==> src/rtl/core/wac_pkg.sv <==
// ----------------------------------------------------------------------------
// wac_pkg
// shared types, codes and constants of the wheel axis conditioner
// ----------------------------------------------------------------------------
package wac_pkg;

	localparam int VAL_W   = 16;
	localparam int LVL_W   = 15;
	localparam int AXIS_W  = 3;
	localparam int TRIG_W  = 4;
	localparam int DEV_W   = 4;
	localparam int FLAG_W  = 4;
	localparam int OP_W    = 2;
	localparam int CIDX_W  = 3;
	localparam int CDATA_W = 15;

	localparam logic [LVL_W-1:0] FS = 15'h7fff;

	localparam int DEFAULT_WHEEL_DEV_ID = 0;
	localparam int DEFAULT_AXIS_COUNT   = 8;

	localparam int DIV_STEPS = LVL_W;
	localparam int DIV_CNT_W = $clog2(DIV_STEPS);

	localparam logic [OP_W-1:0] OP_AXIS  = 2'd0;
	localparam logic [OP_W-1:0] OP_CONN  = 2'd1;
	localparam logic [OP_W-1:0] OP_FRAME = 2'd2;

	localparam logic [CIDX_W-1:0] REG_STEER_AXIS    = 3'd0;
	localparam logic [CIDX_W-1:0] REG_THROTTLE_AXIS = 3'd1;
	localparam logic [CIDX_W-1:0] REG_BRAKE_AXIS    = 3'd2;
	localparam logic [CIDX_W-1:0] REG_TRIG_AXIS     = 3'd3;
	localparam logic [CIDX_W-1:0] REG_STEER_DZ      = 3'd4;
	localparam logic [CIDX_W-1:0] REG_PEDAL_DZ      = 3'd5;
	localparam logic [CIDX_W-1:0] REG_TRIGGER_DZ    = 3'd6;
	localparam logic [CIDX_W-1:0] REG_INVERT        = 3'd7;

	localparam int INV_STEER    = 0;
	localparam int INV_THROTTLE = 1;
	localparam int INV_BRAKE    = 2;
	localparam int INV_TRIGGER  = 3;

	localparam logic [AXIS_W-1:0] RST_STEER_AXIS    = 3'd0;
	localparam logic [AXIS_W-1:0] RST_THROTTLE_AXIS = 3'd2;
	localparam logic [AXIS_W-1:0] RST_BRAKE_AXIS    = 3'd3;
	localparam logic [TRIG_W-1:0] RST_TRIG_AXIS     = 4'hf;
	localparam logic [LVL_W-1:0]  RST_STEER_DZ      = 15'd1311;
	localparam logic [LVL_W-1:0]  RST_PEDAL_DZ      = 15'd3277;
	localparam logic [LVL_W-1:0]  RST_TRIGGER_DZ    = 15'd1966;
	localparam logic [FLAG_W-1:0] RST_INVERT        = 4'h0;

	typedef struct packed {
		logic [AXIS_W-1:0] steer_axis;
		logic [AXIS_W-1:0] throttle_axis;
		logic [AXIS_W-1:0] brake_axis;
		logic [TRIG_W-1:0] trig_axis;
		logic [LVL_W-1:0]  steer_deadzone;
		logic [LVL_W-1:0]  pedal_deadzone;
		logic [LVL_W-1:0]  trigger_deadzone;
		logic [FLAG_W-1:0] invert_flags;
	} cfg_t;

	typedef struct packed {
		logic             start;
		logic [VAL_W-1:0] num;
		logic [LVL_W-1:0] den;
	} div_req_t;

	typedef struct packed {
		logic             done;
		logic [LVL_W-1:0] quot;
	} div_rsp_t;

endpackage

==> src/rtl/core/wac_if.sv <==
// ----------------------------------------------------------------------------
// wac_if
// event and drive channels of the wheel axis conditioner
// ----------------------------------------------------------------------------
interface wac_evt_if;
	logic                               valid;
	logic                               ready;
	logic [wac_pkg::OP_W-1:0]           op;
	logic [wac_pkg::AXIS_W-1:0]         axis_index;
	logic signed [wac_pkg::VAL_W-1:0]   axis_value;
	logic [wac_pkg::DEV_W-1:0]          device_id;
	logic                               connected;
	logic                               vehicle_alive;

	modport source (output valid, op, axis_index, axis_value, device_id, connected,
		vehicle_alive, input ready);
	modport sink (input valid, op, axis_index, axis_value, device_id, connected,
		vehicle_alive, output ready);
endinterface

interface wac_drive_if;
	logic                             valid;
	logic                             ready;
	logic                             apply;
	logic signed [wac_pkg::VAL_W-1:0] steer_out;
	logic signed [wac_pkg::VAL_W-1:0] throttle_out;

	modport source (output valid, apply, steer_out, throttle_out, input ready);
	modport sink (input valid, apply, steer_out, throttle_out, output ready);
endinterface

==> src/rtl/core/wac_cfg.sv <==
// ----------------------------------------------------------------------------
// wac_cfg
// configuration register file, written by index
// ----------------------------------------------------------------------------
module wac_cfg (
	input  logic                           clk,
	input  logic                           arst_n,
	input  logic                           we,
	input  logic [wac_pkg::CIDX_W-1:0]     index,
	input  logic [wac_pkg::CDATA_W-1:0]    data,
	output wac_pkg::cfg_t                  cfg
);

	wac_pkg::cfg_t cfg_q;

	always_ff @(posedge clk or negedge arst_n) begin
		if (!arst_n) begin
			cfg_q.steer_axis       <= wac_pkg::RST_STEER_AXIS;
			cfg_q.throttle_axis    <= wac_pkg::RST_THROTTLE_AXIS;
			cfg_q.brake_axis       <= wac_pkg::RST_BRAKE_AXIS;
			cfg_q.trig_axis        <= wac_pkg::RST_TRIG_AXIS;
			cfg_q.steer_deadzone   <= wac_pkg::RST_STEER_DZ;
			cfg_q.pedal_deadzone   <= wac_pkg::RST_PEDAL_DZ;
			cfg_q.trigger_deadzone <= wac_pkg::RST_TRIGGER_DZ;
			cfg_q.invert_flags     <= wac_pkg::RST_INVERT;
		end else if (we) begin
			case (index)
				wac_pkg::REG_STEER_AXIS:    cfg_q.steer_axis    <= data[wac_pkg::AXIS_W-1:0];
				wac_pkg::REG_THROTTLE_AXIS: cfg_q.throttle_axis <= data[wac_pkg::AXIS_W-1:0];
				wac_pkg::REG_BRAKE_AXIS:    cfg_q.brake_axis    <= data[wac_pkg::AXIS_W-1:0];
				wac_pkg::REG_TRIG_AXIS:     cfg_q.trig_axis     <= data[wac_pkg::TRIG_W-1:0];
				wac_pkg::REG_STEER_DZ:      cfg_q.steer_deadzone   <= data[wac_pkg::LVL_W-1:0];
				wac_pkg::REG_PEDAL_DZ:      cfg_q.pedal_deadzone   <= data[wac_pkg::LVL_W-1:0];
				wac_pkg::REG_TRIGGER_DZ:    cfg_q.trigger_deadzone <= data[wac_pkg::LVL_W-1:0];
				wac_pkg::REG_INVERT:        cfg_q.invert_flags  <= data[wac_pkg::FLAG_W-1:0];
				default: ;
			endcase
		end
	end

	assign cfg = cfg_q;

endmodule

==> src/rtl/core/wac_div.sv <==
// ----------------------------------------------------------------------------
// wac_div
// shared rescale unit: min(num * FS / den, FS), one quotient bit per cycle
// ----------------------------------------------------------------------------
module wac_div (
	input  logic              clk,
	input  logic              arst_n,
	input  wac_pkg::div_req_t req,
	output wac_pkg::div_rsp_t rsp
);

	localparam int QW = wac_pkg::LVL_W;

	logic                          busy_q;
	logic                          done_q;
	logic [wac_pkg::DIV_CNT_W-1:0] cnt_q;
	logic [QW-1:0]                 rem_q;
	logic [QW-1:0]                 low_q;
	logic [QW-1:0]                 quot_q;
	logic [QW-1:0]                 den_q;

	logic                          sat;
	logic [2*QW-1:0]               dvd;
	logic [QW:0]                   trial;
	logic                          ge;
	logic [QW-1:0]                 diff;

	// num * FS as (num << 15) - num
	assign sat   = req.num > {1'b0, req.den};
	assign dvd   = {req.num[QW-1:0], {QW{1'b0}}} - {{QW{1'b0}}, req.num[QW-1:0]};
	assign trial = {rem_q, low_q[QW-1]};
	assign ge    = trial >= {1'b0, den_q};
	assign diff  = trial[QW-1:0] - den_q;

	always_ff @(posedge clk or negedge arst_n) begin
		if (!arst_n) begin
			busy_q <= 1'b0;
			done_q <= 1'b0;
			cnt_q  <= '0;
		end else begin
			done_q <= 1'b0;
			if (req.start) begin
				if (sat) begin
					done_q <= 1'b1;
				end else begin
					busy_q <= 1'b1;
					cnt_q  <= '0;
				end
			end else if (busy_q) begin
				cnt_q <= cnt_q + 1'b1;
				if (cnt_q == wac_pkg::DIV_CNT_W'(wac_pkg::DIV_STEPS - 1)) begin
					busy_q <= 1'b0;
					done_q <= 1'b1;
				end
			end
		end
	end

	always_ff @(posedge clk) begin
		if (req.start) begin
			den_q <= req.den;
			rem_q <= dvd[2*QW-1:QW];
			low_q <= dvd[QW-1:0];
			if (sat) begin
				quot_q <= wac_pkg::FS;
			end
		end else if (busy_q) begin
			rem_q  <= ge ? diff : trial[QW-1:0];
			low_q  <= {low_q[QW-2:0], 1'b0};
			quot_q <= {quot_q[QW-2:0], ge};
		end
	end

	assign rsp.done = done_q;
	assign rsp.quot = quot_q;

endmodule

==> src/rtl/core/wheel_axis_conditioner_core.sv <==
// ----------------------------------------------------------------------------
// wheel_axis_conditioner_core
// routes axis samples into steer and pedal state, reports conditioned drive
// ----------------------------------------------------------------------------
// an event passes from IDLE through PREP, and through DIV when a rescale runs on the shared
// divider (15 quotient bits, one per cycle); a frame tick passes through DONE as well
// a frame tick's drive result is registered as the sequencer leaves DONE
// ready only while the sequencer is idle; a tick waits while the last result is held
// arst_n clears config to defaults, state to not present, centered, zero levels
module wheel_axis_conditioner_core #(
	parameter int WHEEL_DEV_ID = wac_pkg::DEFAULT_WHEEL_DEV_ID,
	parameter int AXIS_COUNT   = wac_pkg::DEFAULT_AXIS_COUNT
) (
	input  logic                        clk,
	input  logic                        arst_n,
	input  logic                        cfg_we,
	input  logic [wac_pkg::CIDX_W-1:0]  cfg_index,
	input  logic [wac_pkg::CDATA_W-1:0] cfg_data,
	wac_evt_if.sink                     evt,
	wac_drive_if.source                 drive
);

	localparam int VW = wac_pkg::VAL_W;
	localparam int LW = wac_pkg::LVL_W;

	typedef enum logic [3:0] {
		ST_IDLE = 4'b0001,
		ST_PREP = 4'b0010,
		ST_DIV  = 4'b0100,
		ST_DONE = 4'b1000
	} state_t;

	typedef enum logic [1:0] {
		TGT_GAS,
		TGT_BRAKE,
		TGT_STEER
	} tgt_t;

	wac_pkg::cfg_t     cfg;
	wac_pkg::div_req_t div_req;
	wac_pkg::div_rsp_t div_rsp;

	state_t state_q;
	tgt_t   tgt_q;

	logic [wac_pkg::OP_W-1:0]   op_q;
	logic [wac_pkg::AXIS_W-1:0] idx_q;
	logic signed [VW-1:0]       val_q;
	logic [wac_pkg::DEV_W-1:0]  dev_q;
	logic                       conn_q;
	logic                       alive_q;

	logic                       present_q;
	logic signed [VW-1:0]       steer_raw_q;
	logic [LW-1:0]              gas_q;
	logic [LW-1:0]              brake_q;

	logic                       go_q;
	logic                       sneg_q;
	logic signed [VW-1:0]       st_q;

	logic                       out_valid_q;
	logic                       out_apply_q;
	logic signed [VW-1:0]       out_steer_q;
	logic signed [VW-1:0]       out_thr_q;

	logic                       evt_xfer;
	logic                       out_free;
	logic                       idx_ok;
	logic                       go;
	logic signed [VW:0]         v17;
	logic signed [VW:0]         t17;
	logic signed [VW:0]         s17;
	logic signed [VW:0]         mag;
	logic [LW-1:0]              dz;
	logic [LW-1:0]              pedal_p;
	logic                       prep_div;
	tgt_t                       prep_tgt;
	logic                       steer_wr;
	logic                       gas_clr;
	logic                       brake_clr;
	logic [VW-1:0]              num_dz;
	logic signed [VW-1:0]       thr;

	wac_cfg u_cfg (
		.clk    (clk),
		.arst_n (arst_n),
		.we     (cfg_we),
		.index  (cfg_index),
		.data   (cfg_data),
		.cfg    (cfg)
	);

	wac_div u_div (
		.clk    (clk),
		.arst_n (arst_n),
		.req    (div_req),
		.rsp    (div_rsp)
	);

	assign evt_xfer  = evt.valid && evt.ready;
	assign evt.ready = (state_q == ST_IDLE);
	assign out_free  = !out_valid_q || drive.ready;

	assign idx_ok = int'(idx_q) < AXIS_COUNT;
	assign go     = present_q && alive_q;
	assign v17    = {val_q[VW-1], val_q};
	assign t17    = cfg.invert_flags[wac_pkg::INV_TRIGGER] ? -v17 : v17;
	assign s17    = {steer_raw_q[VW-1], steer_raw_q};

	always_comb begin
		prep_div  = 1'b0;
		prep_tgt  = TGT_STEER;
		steer_wr  = 1'b0;
		gas_clr   = 1'b0;
		brake_clr = 1'b0;
		mag       = '0;
		dz        = cfg.steer_deadzone;
		pedal_p   = {~val_q[VW-1], val_q[VW-2:1]};
		case (op_q)
			wac_pkg::OP_AXIS: begin
				if (idx_ok) begin
					steer_wr = (idx_q == cfg.steer_axis);
					if (!cfg.trig_axis[wac_pkg::TRIG_W-1]) begin
						if (idx_q == cfg.trig_axis[wac_pkg::AXIS_W-1:0]) begin
							dz = cfg.trigger_deadzone;
							if (t17 > $signed({2'b00, dz})) begin
								prep_div  = 1'b1;
								prep_tgt  = TGT_GAS;
								mag       = t17;
								brake_clr = 1'b1;
							end else if (t17 < -$signed({2'b00, dz})) begin
								prep_div = 1'b1;
								prep_tgt = TGT_BRAKE;
								mag      = -t17;
								gas_clr  = 1'b1;
							end else begin
								gas_clr   = 1'b1;
								brake_clr = 1'b1;
							end
						end
					end else if (idx_q == cfg.throttle_axis) begin
						dz = cfg.pedal_deadzone;
						if (cfg.invert_flags[wac_pkg::INV_THROTTLE]) begin
							pedal_p = ~pedal_p;
						end
						prep_tgt = TGT_GAS;
						mag      = {2'b00, pedal_p};
						prep_div = pedal_p > dz;
						gas_clr  = !prep_div;
					end else if (idx_q == cfg.brake_axis) begin
						dz = cfg.pedal_deadzone;
						if (cfg.invert_flags[wac_pkg::INV_BRAKE]) begin
							pedal_p = ~pedal_p;
						end
						prep_tgt  = TGT_BRAKE;
						mag       = {2'b00, pedal_p};
						prep_div  = pedal_p > dz;
						brake_clr = !prep_div;
					end
				end
			end
			wac_pkg::OP_FRAME: begin
				mag      = s17[VW] ? -s17 : s17;
				prep_tgt = TGT_STEER;
				prep_div = go && (mag > $signed({2'b00, dz}));
			end
			default: ;
		endcase
	end

	assign num_dz        = VW'(mag - $signed({2'b00, dz}));
	assign div_req.start = (state_q == ST_PREP) && prep_div;
	assign div_req.num   = num_dz;
	assign div_req.den   = ~dz;

	assign thr = VW'({1'b0, gas_q}) - VW'({1'b0, brake_q});

	always_ff @(posedge clk or negedge arst_n) begin
		if (!arst_n) begin
			state_q     <= ST_IDLE;
			present_q   <= 1'b0;
			steer_raw_q <= '0;
			gas_q       <= '0;
			brake_q     <= '0;
			out_valid_q <= 1'b0;
		end else begin
			if (state_q == ST_DONE && out_free) begin
				out_valid_q <= 1'b1;
			end else if (drive.valid && drive.ready) begin
				out_valid_q <= 1'b0;
			end
			case (state_q)
				ST_IDLE: begin
					if (evt_xfer) begin
						state_q <= ST_PREP;
					end
				end
				ST_PREP: begin
					case (op_q)
						wac_pkg::OP_AXIS: begin
							if (steer_wr) begin
								steer_raw_q <= val_q;
							end
							if (gas_clr) begin
								gas_q <= '0;
							end
							if (brake_clr) begin
								brake_q <= '0;
							end
							state_q <= prep_div ? ST_DIV : ST_IDLE;
						end
						wac_pkg::OP_CONN: begin
							if (dev_q == wac_pkg::DEV_W'(WHEEL_DEV_ID)) begin
								present_q <= conn_q;
							end
							state_q <= ST_IDLE;
						end
						wac_pkg::OP_FRAME: begin
							state_q <= prep_div ? ST_DIV : ST_DONE;
						end
						default: begin
							state_q <= ST_IDLE;
						end
					endcase
				end
				ST_DIV: begin
					if (div_rsp.done) begin
						case (tgt_q)
							TGT_GAS: begin
								gas_q   <= div_rsp.quot;
								state_q <= ST_IDLE;
							end
							TGT_BRAKE: begin
								brake_q <= div_rsp.quot;
								state_q <= ST_IDLE;
							end
							default: begin
								state_q <= ST_DONE;
							end
						endcase
					end
				end
				ST_DONE: begin
					if (out_free) begin
						state_q <= ST_IDLE;
					end
				end
				default: begin
					state_q <= ST_IDLE;
				end
			endcase
		end
	end

	always_ff @(posedge clk) begin
		if (evt_xfer) begin
			op_q    <= evt.op;
			idx_q   <= evt.axis_index;
			val_q   <= evt.axis_value;
			dev_q   <= evt.device_id;
			conn_q  <= evt.connected;
			alive_q <= evt.vehicle_alive;
		end
		if (state_q == ST_PREP) begin
			tgt_q  <= prep_tgt;
			go_q   <= go;
			sneg_q <= steer_raw_q[VW-1] ^ cfg.invert_flags[wac_pkg::INV_STEER];
			st_q   <= '0;
		end
		if (state_q == ST_DIV && div_rsp.done && tgt_q == TGT_STEER) begin
			st_q <= sneg_q ? -$signed({1'b0, div_rsp.quot}) : $signed({1'b0, div_rsp.quot});
		end
		if (state_q == ST_DONE && out_free) begin
			out_apply_q <= go_q;
			out_steer_q <= go_q ? st_q : '0;
			out_thr_q   <= go_q ? thr : '0;
		end
	end

	assign drive.valid        = out_valid_q;
	assign drive.apply        = out_apply_q;
	assign drive.steer_out    = out_steer_q;
	assign drive.throttle_out = out_thr_q;

endmodule

==> src/flat_wrapper.sv <==
// flat-port wrapper written by rule: the top's interface ports become plain ports
module wheel_axis_conditioner_core_flat 
#(
	parameter int WHEEL_DEV_ID = wac_pkg::DEFAULT_WHEEL_DEV_ID,
	parameter int AXIS_COUNT   = wac_pkg::DEFAULT_AXIS_COUNT
)
  (clk, arst_n, cfg_we, cfg_index, cfg_data, evt_valid, evt_op, evt_axis_index, evt_axis_value, evt_device_id, evt_connected, evt_vehicle_alive, evt_ready, drive_valid, drive_apply, drive_steer_out, drive_throttle_out, drive_ready);
  wac_evt_if evt_i ();
  wac_drive_if drive_i ();
  input  logic clk;
  input  logic arst_n;
  input  logic cfg_we;
  input  logic [wac_pkg::CIDX_W-1:0] cfg_index;
  input  logic [wac_pkg::CDATA_W-1:0] cfg_data;
  input wire logic [$bits(evt_i.valid)-1:0] evt_valid;
  input wire logic [$bits(evt_i.op)-1:0] evt_op;
  input wire logic [$bits(evt_i.axis_index)-1:0] evt_axis_index;
  input wire logic [$bits(evt_i.axis_value)-1:0] evt_axis_value;
  input wire logic [$bits(evt_i.device_id)-1:0] evt_device_id;
  input wire logic [$bits(evt_i.connected)-1:0] evt_connected;
  input wire logic [$bits(evt_i.vehicle_alive)-1:0] evt_vehicle_alive;
  output wire logic [$bits(evt_i.ready)-1:0] evt_ready;
  output wire logic [$bits(drive_i.valid)-1:0] drive_valid;
  output wire logic [$bits(drive_i.apply)-1:0] drive_apply;
  output wire logic [$bits(drive_i.steer_out)-1:0] drive_steer_out;
  output wire logic [$bits(drive_i.throttle_out)-1:0] drive_throttle_out;
  input wire logic [$bits(drive_i.ready)-1:0] drive_ready;
  assign evt_i.valid = evt_valid;
  assign evt_i.op = evt_op;
  assign evt_i.axis_index = evt_axis_index;
  assign evt_i.axis_value = evt_axis_value;
  assign evt_i.device_id = evt_device_id;
  assign evt_i.connected = evt_connected;
  assign evt_i.vehicle_alive = evt_vehicle_alive;
  assign evt_ready = evt_i.ready;
  assign drive_valid = drive_i.valid;
  assign drive_apply = drive_i.apply;
  assign drive_steer_out = drive_i.steer_out;
  assign drive_throttle_out = drive_i.throttle_out;
  assign drive_i.ready = drive_ready;
  wheel_axis_conditioner_core #(.WHEEL_DEV_ID(WHEEL_DEV_ID), .AXIS_COUNT(AXIS_COUNT)) u_core (.clk(clk), .arst_n(arst_n), .cfg_we(cfg_we), .cfg_index(cfg_index), .cfg_data(cfg_data), .evt(evt_i), .drive(drive_i));
endmodule
==> config.mk <==
export PLATFORM = sky130hd
export DESIGN_NAME = wheel_axis_conditioner_core_flat
export DESIGN_NICKNAME = d
export VERILOG_FILES = /design/src/rtl/core/wac_pkg.sv /design/src/rtl/core/wac_if.sv /design/src/rtl/core/wac_cfg.sv /design/src/rtl/core/wac_div.sv /design/src/rtl/core/wheel_axis_conditioner_core.sv /design/src/flat_wrapper.sv
export SDC_FILE = /design/constraint.sdc
export NUM_CORES = 1
export LEC_CHECK = 0
export BUFFER_PORTS_ARGS = -buffer_cell sky130_fd_sc_hd__buf_2
export CAP_MARGIN = 20
export CORE_MARGIN = 5
export CORE_UTILIZATION = 30
export DETAILED_ROUTE_END_ITERATION = 8
export PLACE_DENSITY = 0.51
export SYNTH_ARGS = -nofsm -noshare
export SYNTH_HDL_FRONTEND = slang
export SYNTH_SLANG_ARGS = --single-unit
==> constraint.sdc <==
create_clock -name clk -period 12.15 [get_ports clk]
set_clock_uncertainty 0.15 [all_clocks]
set_input_delay 0.6075 -clock clk [delete_from_list [all_inputs] [get_ports clk]]
set_output_delay 0.6075 -clock clk [all_outputs]
set_load 0.01 [all_outputs]
Word level (Yosys, flattened, before mapping)

Cells that the tools add are included.

Add/sub/neg operators: 10
Multipliers: 0
Divide/modulo/power cells: 0
Magnitude comparators: 7
Equal/unequal tests: 30
Shift-type cells: 0
Multiplexer cells: 91
Bitwise logic cells: 4
Reduce and logical (&&, ||, !) cells: 36

Operator list:

| operator             | count |
|---|---|
| $mux W15             | 32 |
| $mux W16             | 7 |
| $pmux W15 S2         | 2 |
| $gt A17 B16 Y1       | 2 |
| $mux W17             | 2 |
| $neg A16 Y17         | 2 |
| $mux W4              | 8 |
| $pmux W16 S2         | 1 |
| $gt A15 B15 Y1       | 2 |
| $not A15 Y15         | 2 |
| $sub A30 B15 Y30     | 1 |
| $mux W1              | 29 |
| $reduce_and A2 Y1    | 10 |
| $lt A17 B17 Y1       | 1 |
| $neg A15 Y17         | 1 |
| $ge A16 B15 Y1       | 1 |
| $gt A16 B15 Y1       | 1 |
| $neg A15 Y16         | 1 |
| $neg A16 Y16         | 1 |
| $pmux W4 S4          | 1 |
| $sub A15 B15 Y16     | 1 |
| $sub A16 B16 Y16     | 1 |
| $sub A15 B15 Y15     | 1 |
| $ne A2 B2 Y1 const B | 7 |
| 28 further kinds     | 61 |

Flip-flop bits (word level): 260
Bits in latches: 0
RAM bits: 0
ROM bits: 0
Input port bits: 50
Output and inout port bits: 35
Word-level logic and storage cells: 212
Memories kept: 0

Depth between registers and ports, before layout

Word-level depth: 16
Gate-level depth with buffers: 35
Mapped depth without buffers: 33

Hierarchy

From an unflattened synthesis, not the netlist that was laid out.

Cell total of the unflattened synthesis: 1716
Area total of the unflattened synthesis: 17659.4 µm²

Modules (own cells, without submodules):

| module                      | instances | cells each | area an instance (µm²) | seq. area each (µm²) |
|---|---|---|---|---|
| wheel_axis_conditioner_core | 1         | 1150       | 10754.1                | 3704.8 |
| wac_div                     | 1         | 426        | 4360.4                 | 1951.9 |
| wac_cfg                     | 1         | 140        | 2544.9                 | 1587.8 |

Worst setup path before layout

OpenSTA, ideal clock, no wires.

Path type: register to register
Start point: register u_core.val_q[1]
End point: register u_core.u_div.quot_q[0] (enable)
Setup time: 0.392 ns
Data arrival time: 7.920 ns
Required time: 11.608 ns
Slack: 3.689 ns
Stages on the path, launching flop included: 36
Path buffers: 2
Clock period less this slack: 8.461 ns
Cell sequence: edfxtp_1 -> clkbuf_1 -> inv_1 -> ha_1 -> nor3b_1 -> nand2_1 -> o41ai_1 -> xnor2_1 -> ha_1 -> a21oi_1 -> nor2b_1 -> o221a_2 -> o31ai_1 -> a22oi_4 -> clkbuf_1 -> nand2_1 -> xnor2_1 -> nor2_1 -> a31o_2 -> o21ai_0 -> fa_1 -> a21oi_1 -> o21ai_0 -> a21boi_0 -> or4_1 -> and2_1 -> a311oi_1 -> inv_1 -> ha_1 -> nand4_1 -> nor4_1 -> and3_1 -> a41oi_1 -> o211a_1 -> a211oi_4 -> a21oi_1

Cells in the longest elaborated chain, start to end: 14
Elaborated cells on any way between the ends: 37
Classes of those cells: add/sub (3); order compare (5); eq/ne (1); mux (24); bitwise (1); reduce/logical (3)

RTL lines:

| what                                                                  | line                               | source |
|---|---|---|
| start, declared                                                       | wheel_axis_conditioner_core.sv:48  | `logic signed [VW-1:0] val_q;` |
| start signal, assigned                                                | wheel_axis_conditioner_core.sv:260 | `val_q <= evt.axis_value;` |
| parallel branches: the longest is 13 deep, another holds $neg A16 Y17 | n/a                                |  |
| $reduce_and A2 Y1 (no source line) *                                  | n/a                                |  |
| end signal, assigned                                                  | wac_div.sv:65                      | `quot_q <= wac_pkg::FS;` |
| end signal, assigned                                                  | wac_div.sv:70                      | `quot_q <= {quot_q[QW-2:0], ge};` |
| end, declared                                                         | wac_div.sv:19                      | `logic [QW-1:0] quot_q;` |

Mark *: on every way between the ends. The select of a mux whose other input is x is not followed.
A chain may end at the register's enable or synchronous reset.

Worst setup path after layout

Start point: register u_core.val_q[0]
End point: register u_core.u_div.quot_q[7] (enable)

Cells in the longest elaborated chain, start to end: 12
Elaborated cells on any way between the ends: 21
Classes of those cells: add/sub (3); order compare (3); eq/ne (1); mux (11); reduce/logical (3)

RTL lines:

| what                                           | line                                                                   | source |
|---|---|---|
| $neg A16 Y17                                   | wheel_axis_conditioner_core.sv:108                                     | `assign t17 = cfg.invert_flags[wac_pkg::INV_TRIGGER] ? -v17 : v17;` |
| $mux W17 *                                     | wheel_axis_conditioner_core.sv:108                                     |  |
| $neg A16 Y16 or $lt A17 B17 Y1 (tied branches) | wheel_axis_conditioner_core.sv:135, wheel_axis_conditioner_core.sv:132 |  |
| $mux W16                                       | wheel_axis_conditioner_core.sv:132                                     | `end else if (t17 < -$signed({2'b00, dz})) begin` |
| $mux W16                                       | wheel_axis_conditioner_core.sv:127                                     | `if (t17 > $signed({2'b00, dz})) begin` |
| $mux W16                                       | wheel_axis_conditioner_core.sv:125                                     | `if (idx_q == cfg.trig_axis[wac_pkg::AXIS_W-1:0]) begin` |
| $mux W16                                       | wheel_axis_conditioner_core.sv:124                                     | `if (!cfg.trig_axis[wac_pkg::TRIG_W-1]) begin` |
| $pmux W16 S2                                   | wheel_axis_conditioner_core.sv:120                                     | `case (op_q)` |
| $sub A16 B16 Y16                               | wheel_axis_conditioner_core.sv:172                                     | `assign num_dz = VW'(mag - $signed({2'b00, dz}));` |
| $gt A16 B15 Y1                                 | wac_div.sv:29                                                          | `assign sat = req.num > {1'b0, req.den};` |
| $ne A2 B2 Y1 (no source line)                  | n/a                                                                    |  |
| $reduce_and A2 Y1 (no source line) *           | n/a                                                                    |  |

Mark *: on every way between the ends. The rest lies on a longest branch, timed or not.

==> reports/metrics.yaml <==
outcome:
  status: "completed"
placement:
  gp_congestion: 0.9582
  dpl.cell_count: 2577
  numPortBuffers: 84
  dpl.hpwl_um: 40420
  place_ws_ps: 2354
  placed_cell_area_sq_mm: 0.01888
clocking:
  clock_sinks: 260
  path_clk_slew_ps: 60
  clk_latency_ps: 590
  post_cts_buffers: 0
  cts-hold-fix-buffers: 3
  tritoncts: "built"
  numCtsBuffers: 30
  cts.path.max_buffers: 3
  cts_root_buf: "clkbuf_16"
  h-tree-depth: 1
  cts_resized: 0
setup_path:
  ff2ff_setup_slack_ps: 2070
  end_kind: "flip-flop"
  worstRegToRegCells: 32
  setup.worst_path.end: "u_core.u_div.quot_q[7]$_SDFFCE_PP1P_"
  cpPeakStageDelay_ps: 660
  rr_startpoint: "u_core.val_q[0]$_DFFE_PP_"
  critPathLaunchType: "flip-flop"
  worstSetupPathType: "flip-flop to flip-flop"
  critPathArrivalTime_ps: 10250
  r2r_end: "u_core.u_div.quot_q[7]$_SDFFCE_PP1P_"
  crit_required_ps: 12320
  crit_start: "u_core.val_q[0]$_DFFE_PP_"
  slowest_stage: "nor3b_1"
  cp_max_fo: 15
global_route:
  antenna_found_initial: 0
  grt.total_usage: 0.1585
  grt_max_degree: 67
  grt_pass1_vias: 13620
  overflow: 0
  grt_pass1_wl_um: 80560
logic_synthesis:
  ys_seq_area_frac: 0.4108
  synth_top_area_frac: 0.2384
  synth_nets: 1982
  ys_ff_latch: 260
  synth.distinct_cells: 91
  postSynth.asyncResetShare: 0.4615
  avgSynthCellArea_sq_um: 9.868
  synth_area_leaders: "edfxtp_1, dfrtp_1, ha_1, dfstp_2, mux2_2"
  syn_inst: 1787
  ys_warn_count: 0
  yosysTopAreaCell: "edfxtp_1"
  ys.flop_type: "edfxtp_1"
  netlist_area_sq_mm: 0.01763
  synth_edf_count: 140
layout:
  area_growth_syn_to_layout_pct: 12.71
  multi_input_area_sq_mm: 0.009548
  diodes: 0
  stdcell_count: 2637
  regArea_sq_mm: 0.007244
  fin_nets: 2043
  n_fill_cell: 6027
  final_area_sq_mm: 0.01988
  finish.utilization: 0.3432
  drive_above_1_share: 0.1480
detailed_routing:
  dr.pass1.iters: 5
  routed.top_layer: "met4"
  wl_met2_um: 24720
  detail-route-antenna-nets: 0
  drc: 0
  drt-wirelength-per-cell_um: 19.75
  drt-initial-drc-count: 879
  wl_um: 52080
  dr_total_vias: 13660
  drt-met1-wl_um: 23320
  wl_met3_um: 2062
  via_per_inst: 5.181
timing:
  setup_tns_ps: 0
  timing.hold.ws_ps: 40.56
  rsz0062_at_grt: "no"
  setup_viol: 0
  final_max_slew_viol_count: 0
  fmax_mhz: 99.25
  hold_violations: 0
  fin_crit_sh: 0.8293
  worst_pin_slew_ps: 1066
  slew_headroom: 0.2854
  finalWorstSetupSlack_ps: 2074
  period_needed_ps: 10080
die:
  die_h_um: 252.5
  die-area_sq_mm: 0.06373
  die_w_um: 252.5
  ios: 85
  start_util: 0.3045
  rows: 88
  core_sq_mm: 0.05792
pwr:
  ir_drop_mv: 0.1189
  power_per_cell_area_mw_per_mm2: 196.1
  p_leak_nw: 8.262
  total_power_mw: 3.897
run:
  maxCapViolCount: 0
worst_hold_path:
  min_path_type: "input port to flip-flop"
synthesized netlist by cell type, types with 17 or more instances:
| cell | n |
|---|---|
| nand2_1 | 152 |
| ha_1 | 142 |
| inv_1 | 142 |
| edfxtp_1 | 140 |
| o21ai_0 | 105 |
| dfrtp_1 | 90 |
| a21oi_1 | 87 |
| nor2_1 | 82 |
| xnor2_1 | 79 |
| xor2_1 | 69 |
| mux2_2 | 65 |
| clkbuf_1 | 59 |
| nand4_1 | 45 |
| a21o_1 | 33 |
| a22o_1 | 32 |
| and2_1 | 31 |
| dfstp_2 | 30 |
| nand3_1 | 28 |
| nand2b_1 | 25 |
| nor3_1 | 25 |
| nor2b_1 | 22 |
| a22oi_1 | 20 |
| o21a_1 | 19 |
| o31ai_1 | 18 |
| a31oi_1 | 17 |
cell usage in the layout, fill, tap and decap left out, drive strengths merged, types with 21 or more instances in the layout:
master,n
nor2,82
nand3,28
nor2b,22
buf,105
mux2,65
nand4,45
nand2,152
a22o,32
nor3,25
a22oi,21
nand2b,25
dfstp,30
and2,31
ha,142
xor2,69
dfrtp,90
edfxtp,140
a21o,33
clkbuf,47
a21oi,88
o21ai,109
xnor2,80
inv,144
registers in the layout, summed over array words and instances (netlist names), 4 cells and up:
name / cells
u_core.u_div.cnt_q: 4
u_core.steer_raw_q: 16
u_core.st_q: 16
u_core.u_div.rem_q: 15
u_core.u_cfg.cfg: 62
u_core.u_div.low_q: 15
u_core.state_q: 4
u_core.drive.steer_out: 16
u_core.val_q: 16
u_core.gas_q: 15
u_core.dev_q: 4
u_core.brake_q: 15
u_core.drive.throttle_out: 16
u_core.u_div.den_q: 15
u_core.u_div.quot_q: 15
metal layers:
metal / vias up / GRT usage
met5: - / 0
met4: 0 / 0.05226
met3: 83 / 0.01965
met2: 295 / 0.2674
met1: 6677 / 0.2119
li1: 6606 / -
cell type report:
type                       instances  share of cell area
tap                              765             0.04816
multi-input combinational       1304              0.4804
clock buffer                      47             0.04400
timing repair buffer             108             0.03211
clock inverter                     9            0.003651
inverter                         144             0.02720
sequential                       260              0.3645
power breakdown:
group | leakage [nW] | switching (mW) | internal (mW)
logic | 4.98 | 1.10 | 0.689
clock network | 0.467 | 0.374 | 0.495
registers | 2.82 | 0.160 | 1.08
total | 8.26 | 1.63 | 2.27
worst min path at each step:
stage,slack [ps],cells past startpoint,end,start
2_1_floorplan,160,0,u_core.brake_q[0]$_DFFE_PN0P_,arst_n
3_3_place_gp,320,1,u_core.present_q$_DFFE_PN0P_,u_core.conn_q$_DFFE_PP_
3_5_place_dp,320,1,u_core.present_q$_DFFE_PN0P_,u_core.conn_q$_DFFE_PP_
4_1_cts,4,1,u_core.val_q[8]$_DFFE_PP_,evt_axis_value[8]
5_1_grt,9,1,u_core.val_q[7]$_DFFE_PP_,evt_axis_value[7]
6_report,40,1,u_core.val_q[8]$_DFFE_PP_,evt_axis_value[8]
cells by family (layout without fill, tap and decap cells):
| kind of cell | Yosys count | after routing | share of synthesized area |
|---|---|---|---|
| XOR/XNOR | 149 | 149 | 0.07443 |
| buffers and inverters | 223 | 308 | 0.04988 |
| multiplexers | 76 | 76 | 0.04775 |
| adder cells (fa/ha/maj) | 146 | 146 | 0.1047 |
| AO/OA/AOI/OAI | 428 | 428 | 0.1643 |
| AND/OR/NAND/NOR | 505 | 505 | 0.1481 |
| flip-flops | 260 | 260 | 0.4108 |
worst max-delay path: cells and delay by family (launching register included):
family          cells  cell delay [ps]
compound gates     15             4110
simple gates        9             2870
fa+ha+maj           4             1260
buf+inv             3              590
flops               1              500
xor+xnor            1              310
Note: power is estimated with default switching activity, not from simulation.
